===== src/wbs_pkg.sv =====
// Shared constants and types of the word break segmenter.
package wbs_pkg;

    localparam int DICT_WORDS_DEF   = 16;
    localparam int MAX_WORD_LEN_DEF = 16;

    localparam logic [1:0] KIND_DICT  = 2'd0;
    localparam logic [1:0] KIND_TEXT  = 2'd1;
    localparam logic [1:0] KIND_CLEAR = 2'd2;

    typedef struct packed {
        logic load_shift;  // shift a dictionary character into this cell
        logic len_write;   // the word in this cell is complete, store its length
        logic capture;     // register the compare result for a text character
        logic word_valid;  // this cell holds a word of the current dictionary
    } wbs_cell_ctrl_t;

endpackage


===== src/wbs_cell.sv =====
// One dictionary cell: holds one word, newest character first, and compares it to the text.
module wbs_cell
    import wbs_pkg::*;
#(
    parameter int MAX_WORD_LEN = MAX_WORD_LEN_DEF
)
(
    input  logic                      clk,
    input  logic                      rst_n,
    input  wbs_cell_ctrl_t            ctrl,
    input  logic [7:0]                char_code,
    input  logic [$clog2(MAX_WORD_LEN+1)-1:0] len_data,
    input  logic [MAX_WORD_LEN*8-1:0] hist,
    input  logic [MAX_WORD_LEN-1:0]   seg,
    input  logic                      hit_in,
    output logic                      hit_out
);

    localparam int LW = $clog2(MAX_WORD_LEN + 1);

    logic [MAX_WORD_LEN*8-1:0] chars_reg;
    logic [LW-1:0]             len_reg;
    logic                      match_reg;
    logic                      match_next;
    logic                      eq_all;
    logic                      seg_ok;

    // Characters enter at slot 0, so once a word is complete slot i holds the
    // character i places before its end and lines up with text history slot i.
    always_comb
    begin
        eq_all = 1'b1;
        seg_ok = 1'b0;
        for (int i = 0; i < MAX_WORD_LEN; i++)
        begin
            if ((LW'(i) < len_reg) && (chars_reg[i*8 +: 8] != hist[i*8 +: 8]))
            begin
                eq_all = 1'b0;
            end
            if (len_reg == LW'(i + 1))
            begin
                seg_ok = seg[i];
            end
        end
        match_next = ctrl.word_valid && (len_reg != '0) && seg_ok && eq_all;
    end

    always_ff @(posedge clk)
    begin
        if (ctrl.load_shift)
        begin
            chars_reg <= (MAX_WORD_LEN*8)'({chars_reg, char_code});
        end
    end

    always_ff @(posedge clk or negedge rst_n)
    begin
        if (!rst_n)
        begin
            len_reg   <= '0;
            match_reg <= 1'b0;
        end
        else
        begin
            if (ctrl.len_write)
            begin
                len_reg <= len_data;
            end
            if (ctrl.capture)
            begin
                match_reg <= match_next;
            end
        end
    end

    assign hit_out = hit_in | match_reg;

endmodule


===== src/word_break_segmenter_core.sv =====
// Top level of the word break segmenter: control, shared history and the row of word cells.
//
// Dictionary, clear and unused-kind transactions are handled as they are taken. A
// text transaction runs in two steps: first every word cell compares its word
// with the text history in parallel and registers the result, then the hits
// of all DICT_WORDS cells are combined along the cell row and the prefix
// history is shifted. The next text character needs that updated prefix
// history, so no new transaction is taken until the combine step is done. The
// result sits in an output register; a dictionary, clear or unused-kind
// transaction is taken while it waits, a text transaction once the output
// register is free or being emptied.
module word_break_segmenter_core
    import wbs_pkg::*;
#(
    parameter int DICT_WORDS   = DICT_WORDS_DEF,
    parameter int MAX_WORD_LEN = MAX_WORD_LEN_DEF
)
(
    input  logic       clk,
    input  logic       rst_n,
    input  logic       in_valid,
    output logic       in_ready,
    input  logic [1:0] kind,
    input  logic [7:0] char_code,
    input  logic       last,
    output logic       out_valid,
    input  logic       out_ready,
    output logic       prefix_breakable,
    output logic       string_done,
    output logic       dict_overflow
);

    localparam int CW = $clog2(DICT_WORDS + 1);
    localparam int PW = $clog2(MAX_WORD_LEN + 2);
    localparam int LW = $clog2(MAX_WORD_LEN + 1);

    typedef enum logic {
        S_IDLE,
        S_REDUCE
    } state_t;

    state_t                    state_reg;
    logic [CW-1:0]             word_count_reg;
    logic [PW-1:0]             load_pos_reg;
    logic                      overflow_reg;
    logic [MAX_WORD_LEN*8-1:0] hist_reg;
    logic [MAX_WORD_LEN*8-1:0] hist_next;
    logic [MAX_WORD_LEN-1:0]   seg_reg;
    logic                      last_reg;
    logic                      out_valid_reg;
    logic                      prefix_breakable_reg;
    logic                      string_done_reg;
    logic                      dict_overflow_reg;

    logic                      accept;
    logic                      dict_accept;
    logic                      text_accept;
    logic                      clear_accept;
    logic [PW-1:0]             load_pos_inc;
    logic                      store_char;
    logic                      word_fits;
    logic [LW-1:0]             len_data;
    logic [DICT_WORDS:0]       hit_chain;
    logic                      hit;

    assign in_ready = (state_reg == S_IDLE) &&
                      ((kind != KIND_TEXT) || !out_valid_reg || out_ready);
    assign accept       = in_valid && in_ready;
    assign dict_accept  = accept && (kind == KIND_DICT);
    assign text_accept  = accept && (kind == KIND_TEXT);
    assign clear_accept = accept && (kind == KIND_CLEAR);

    assign load_pos_inc = (load_pos_reg <= PW'(MAX_WORD_LEN)) ? load_pos_reg + 1'b1
                                                              : load_pos_reg;
    assign store_char   = (word_count_reg < CW'(DICT_WORDS)) &&
                          (load_pos_reg < PW'(MAX_WORD_LEN));
    assign word_fits    = (word_count_reg < CW'(DICT_WORDS)) &&
                          (load_pos_inc <= PW'(MAX_WORD_LEN));
    assign len_data     = LW'(load_pos_inc);

    // The cells compare against the history that already holds this character.
    assign hist_next = (MAX_WORD_LEN*8)'({hist_reg, char_code});

    assign hit_chain[0] = 1'b0;
    assign hit          = hit_chain[DICT_WORDS];

    for (genvar w = 0; w < DICT_WORDS; w++)
    begin : g_cell
        wbs_cell_ctrl_t ctrl;
        logic           sel;

        assign sel             = (word_count_reg == CW'(w));
        assign ctrl.load_shift = dict_accept && sel && store_char;
        assign ctrl.len_write  = dict_accept && sel && last && word_fits;
        assign ctrl.capture    = text_accept;
        assign ctrl.word_valid = (word_count_reg > CW'(w));

        wbs_cell #(
            .MAX_WORD_LEN (MAX_WORD_LEN)
        ) u_cell (
            .clk       (clk),
            .rst_n     (rst_n),
            .ctrl      (ctrl),
            .char_code (char_code),
            .len_data  (len_data),
            .hist      (hist_next),
            .seg       (seg_reg),
            .hit_in    (hit_chain[w]),
            .hit_out   (hit_chain[w+1])
        );
    end

    always_ff @(posedge clk or negedge rst_n)
    begin
        if (!rst_n)
        begin
            state_reg            <= S_IDLE;
            word_count_reg       <= '0;
            load_pos_reg         <= '0;
            overflow_reg         <= 1'b0;
            hist_reg             <= '0;
            seg_reg              <= MAX_WORD_LEN'(1);
            last_reg             <= 1'b0;
            out_valid_reg        <= 1'b0;
            prefix_breakable_reg <= 1'b0;
            string_done_reg      <= 1'b0;
            dict_overflow_reg    <= 1'b0;
        end
        else
        begin
            if (out_valid_reg && out_ready)
            begin
                out_valid_reg <= 1'b0;
            end
            case (state_reg)
                S_IDLE:
                begin
                    if (dict_accept)
                    begin
                        if (last)
                        begin
                            load_pos_reg <= '0;
                            if (word_fits)
                            begin
                                word_count_reg <= word_count_reg + 1'b1;
                            end
                            else
                            begin
                                overflow_reg <= 1'b1;
                            end
                        end
                        else
                        begin
                            load_pos_reg <= load_pos_inc;
                        end
                    end
                    if (clear_accept)
                    begin
                        word_count_reg <= '0;
                        load_pos_reg   <= '0;
                        overflow_reg   <= 1'b0;
                    end
                    if (text_accept)
                    begin
                        hist_reg  <= hist_next;
                        last_reg  <= last;
                        state_reg <= S_REDUCE;
                    end
                end
                S_REDUCE:
                begin
                    out_valid_reg        <= 1'b1;
                    prefix_breakable_reg <= hit;
                    string_done_reg      <= last_reg;
                    dict_overflow_reg    <= overflow_reg;
                    if (last_reg)
                    begin
                        // End of string: back to the empty prefix.
                        hist_reg <= '0;
                        seg_reg  <= MAX_WORD_LEN'(1);
                    end
                    else
                    begin
                        seg_reg <= MAX_WORD_LEN'({seg_reg, hit});
                    end
                    state_reg <= S_IDLE;
                end
                default:
                begin
                    state_reg <= S_IDLE;
                end
            endcase
        end
    end

    assign out_valid        = out_valid_reg;
    assign prefix_breakable = prefix_breakable_reg;
    assign string_done      = string_done_reg;
    assign dict_overflow    = dict_overflow_reg;

    a_text_goes_to_reduce: assert property (@(posedge clk) disable iff (!rst_n)
        (in_valid && in_ready && (kind == KIND_TEXT)) |=> (state_reg == S_REDUCE))
        else $error("text transaction did not enter the combine cycle");

    a_out_slot_free: assert property (@(posedge clk) disable iff (!rst_n)
        (state_reg == S_REDUCE) |-> (!out_valid_reg || out_ready))
        else $error("result would overwrite a pending output transaction");

    a_word_count_range: assert property (@(posedge clk) disable iff (!rst_n)
        word_count_reg <= CW'(DICT_WORDS))
        else $error("word count exceeds dictionary capacity");

    a_load_pos_range: assert property (@(posedge clk) disable iff (!rst_n)
        load_pos_reg <= PW'(MAX_WORD_LEN + 1))
        else $error("load position beyond saturation");

    a_restart_prefix: assert property (@(posedge clk) disable iff (!rst_n)
        ((state_reg == S_REDUCE) && last_reg) |=> (seg_reg == MAX_WORD_LEN'(1)))
        else $error("prefix history not restarted at end of string");

endmodule


===== config.mk =====
export PLATFORM = sky130hd
export DESIGN_NAME = word_break_segmenter_core
export DESIGN_NICKNAME = d
export VERILOG_FILES = /design/src/wbs_pkg.sv /design/src/wbs_cell.sv /design/src/word_break_segmenter_core.sv
export SDC_FILE = /design/constraint.sdc
export NUM_CORES = 2
export LEC_CHECK = 0
export BUFFER_PORTS_ARGS = -buffer_cell sky130_fd_sc_hd__buf_2
export CORE_MARGIN = 10
export CORE_UTILIZATION = 45
export CTS_CLUSTER_DIAMETER = 30
export DETAILED_ROUTE_END_ITERATION = 8
export SETUP_SLACK_MARGIN = 0.02
export SLEW_MARGIN = 30
export SYNTH_ARGS = -nofsm -noshare
export SYNTH_HDL_FRONTEND = slang
export SYNTH_SLANG_ARGS = --single-unit

===== constraint.sdc =====
create_clock -name clk -period 26.9 [get_ports clk]
set_input_delay 1.345 -clock clk [delete_from_list [all_inputs] [get_ports clk]]
set_output_delay 1.345 -clock clk [all_outputs]
set_load 0.05 [all_outputs]

==> qor.yml <==
place:
  portBuffers: 19
  gp_congestion: 1.02
  dp.final_hpwl_um: 206000
die:
  start_util_pct: 45.2
  io_pins: 20
  design.die.area_mm2: 0.242
  die_w_um: 492
  num_rows: 173
  die_h_um: 492
  coreArea_mm2: 0.222
power_and_ir_drop:
  p_total_mw: 10.6
  peakVddDrop_v: 0.0000530
  power_leakage_nw: 42.5
  power.density_mw_per_mm2: 87.8
timing:
  setup_viol: 0
  rsz0062_at_grt: "false"
  post-route-period-util_pct: 15.5
  fmax_mhz: 240
  period_needed_ps: 4170
  timing.slew.headroom_pct: 27.7
  finalSetupTns_ps: 0
  tightest_slew_ps: 1070
  slew_viol_final: 0
  clock_skew_ps: 42.5
  hold_viol: 0
yosys:
  ys_seq_elements: 2297
  ys_async_sr_fraction_pct: 10.8
  syn_nets: 6838
  syn_area_per_cell_um2: 14.7
  ys_types: 82
  synthFlopType: "edfxtp_1"
  yosys_warnings: 0
  synthCells: 6817
  yosysSeqAreaShare_pct: 67.5
  syn-cell-area_mm2: 0.100
  synth_edf_count: 2048
final_layout:
  layout.cells.most_common: "edfxtp_1"
  multiInputGateArea_mm2: 0.0309
  largest_reg_flops: 2048
  drive_gt1_share_pct: 15.3
  nets: 7095
  register_area_mm2: 0.0677
  fill_cells: 17800
  utilization_pct: 54.3
  syn2layout_area_growth_pct: 20.1
  layout.cells.most_common_list: "edfxtp_1 (2048), xor2_1 (1175), xnor2_1 (878)"
clock_network:
  cts_setup_buffers: 0
  cts_max_level: 5
  hold_buffers: 0
  clk_pin_slew_ps: 50
  root_buffer: "clkbuf_16"
  cts_tree: "done"
  clock_sinks: 2297
  insertion_delay_ps: 980
  cts_resized: 0
  cts_buffers: 463
  clk_path_buf_depth: 4
run_status:
  status: "complete, no violations"
hold_path:
  hp-class: "input pin to asynchronous set/reset pin"
drt:
  drt_wl_total_um: 278000
  num_vias: 58000
  drt_iter0_markers: 6477
  first_pass_iters: 7
  routedWlPerCell_um: 26.7
  vias_per_cell: 5.56
  antenna_left: 0
  route.detailed.drc: 0
worst_setup_path:
  crit_path_end_kind: "flop"
  required_ps: 27460
  path_max_fanout: 72
  crit_arrival_ps: 4730
  path_class: "flop to flop"
  cp-start-kind: "flop"
global_route:
  grt_max_degree: 83
  grt_pass1_wl_um: 401000
  antenna_found_initial: 5
  track_usage_pct: 22.3
  overflow: 0
  first_global_vias: 57800
job:
  maxCapViolCount: 0
where the power goes:
part	switching (mW)	leakage, nW	internal (mW)
sequential	0.102	21.8	3.91
combinational	0.474	13.0	0.268
clock	1.86	7.73	3.97
total	2.43	42.5	8.14
final timing paths:
| path | to | slack, ps | cells past startpoint | startpoint |
|---|---|---|---|---|
| max | g_cell[1].u_cell.chars_reg[120]$_DFFE_PP_ | 22730 | 7 | state_reg$_DFF_PN0_ |
| min | hist_reg[119]$_DFFE_PN0P_ | 330 | 1 | rst_n |
| max reg2reg | g_cell[1].u_cell.chars_reg[120]$_DFFE_PP_ | 22730 | 7 | state_reg$_DFF_PN0_ |
| min reg2reg | g_cell[6].u_cell.chars_reg[41]$_DFFE_PP_ | 440 | 0 | g_cell[6].u_cell.chars_reg[33]$_DFFE_PP_ |
| max in group asynchronous | seg_reg[7]$_DFFE_PN0P_ | 24690 | 3 | rst_n |
| min in group clk | g_cell[6].u_cell.chars_reg[41]$_DFFE_PP_ | 440 | 0 | g_cell[6].u_cell.chars_reg[33]$_DFFE_PP_ |
per-stage QoR:
step	setup slack [ps]	instance area, µm²	hold slack (ps)	std cells
floorplan	11500	100000	447	6817
global placement	21990	104000	450	9579
detailed placement	21970	104000	454	9581
CTS	22750	120000	297	10400
global route	22580	121000	323	10400
finish	22730	121000	329	10400
synth_stat cells, types with 8 or more instances:
library cell / n / share of area (%)
a22o_1: 124 / 1.1
nor4_1: 348 / 2.2
a21oi_1: 113 / 0.56
clkbuf_1: 367 / 1.4
edfxtp_1: 2048 / 61
o2111ai_1: 16 / 0.14
a32o_1: 9 / 0.090
o21ai_0: 121 / 0.60
or4_1: 11 / 0.082
a21o_1: 9 / 0.067
o32ai_1: 11 / 0.096
nor2b_1: 29 / 0.18
dfrtp_1: 248 / 6.2
a211oi_1: 16 / 0.12
nand3_1: 45 / 0.22
o21a_1: 9 / 0.067
nor3_1: 69 / 0.34
a31oi_1: 30 / 0.19
nand4_1: 255 / 1.6
xnor2_1: 878 / 7.7
mux2_2: 84 / 0.94
inv_1: 52 / 0.19
o221ai_1: 9 / 0.079
o31ai_1: 18 / 0.13
a22oi_1: 20 / 0.15
nor4b_1: 8 / 0.070
nor2_1: 130 / 0.49
o311ai_0: 12 / 0.10
mux2i_1: 37 / 0.37
xor2_1: 1175 / 10
nand2_1: 198 / 0.74
buf_1: 72 / 0.27
nand2b_1: 27 / 0.17
a41oi_1: 11 / 0.096
and3_1: 9 / 0.056
or3_1: 21 / 0.13
o22ai_1: 25 / 0.16
worst max-delay path, stage by stage (launching register included):
cell	delay [ps]
dfrtp_1	350
buf_4	250
or3b_2	600
or4_1	430
buf_4	300
nor4_2	280
buf_4	630
buf_4	790
kinds of logic (layout without fill, tap and decap cells):
kind of cell             after synthesis  after routing  share of synthesized area (%)
buffers and inverters                494           1140                           1.85
XOR/XNOR                            2053           2053                           17.9
AO/OA/AOI/OAI                        641            641                           4.53
flip-flops                          2297           2297                           67.5
multiplexers                         131            131                           1.49
other                                  0              5                              0
adder cells (fa/ha/maj)                6              6                         0.0748
AND/OR/NAND/NOR                     1195           1195                           6.62
routing by layer:
metal	vias to the layer above	GRT usage (%)	wire length, µm
li1	25800	-	-
met4	0	10.5	13900
met5	-	0	0
met1	28900	29.7	116000
met3	740	5.24	22000
met2	2581	34.6	127000
cell type report:
| type | count | share of cell area (%) |
|---|---|---|
| flip-flops and latches | 2297 | 56.2 |
| multi-input cells | 4026 | 25.7 |
| clock buffers | 521 | 10.0 |
| clock inverters | 333 | 3.31 |
| well taps | 2975 | 3.09 |
| repair buffers | 233 | 1.51 |
| inverters | 53 | 0.167 |
| diodes | 5 | 0.0104 |
Power figures use the tool's default switching activity.
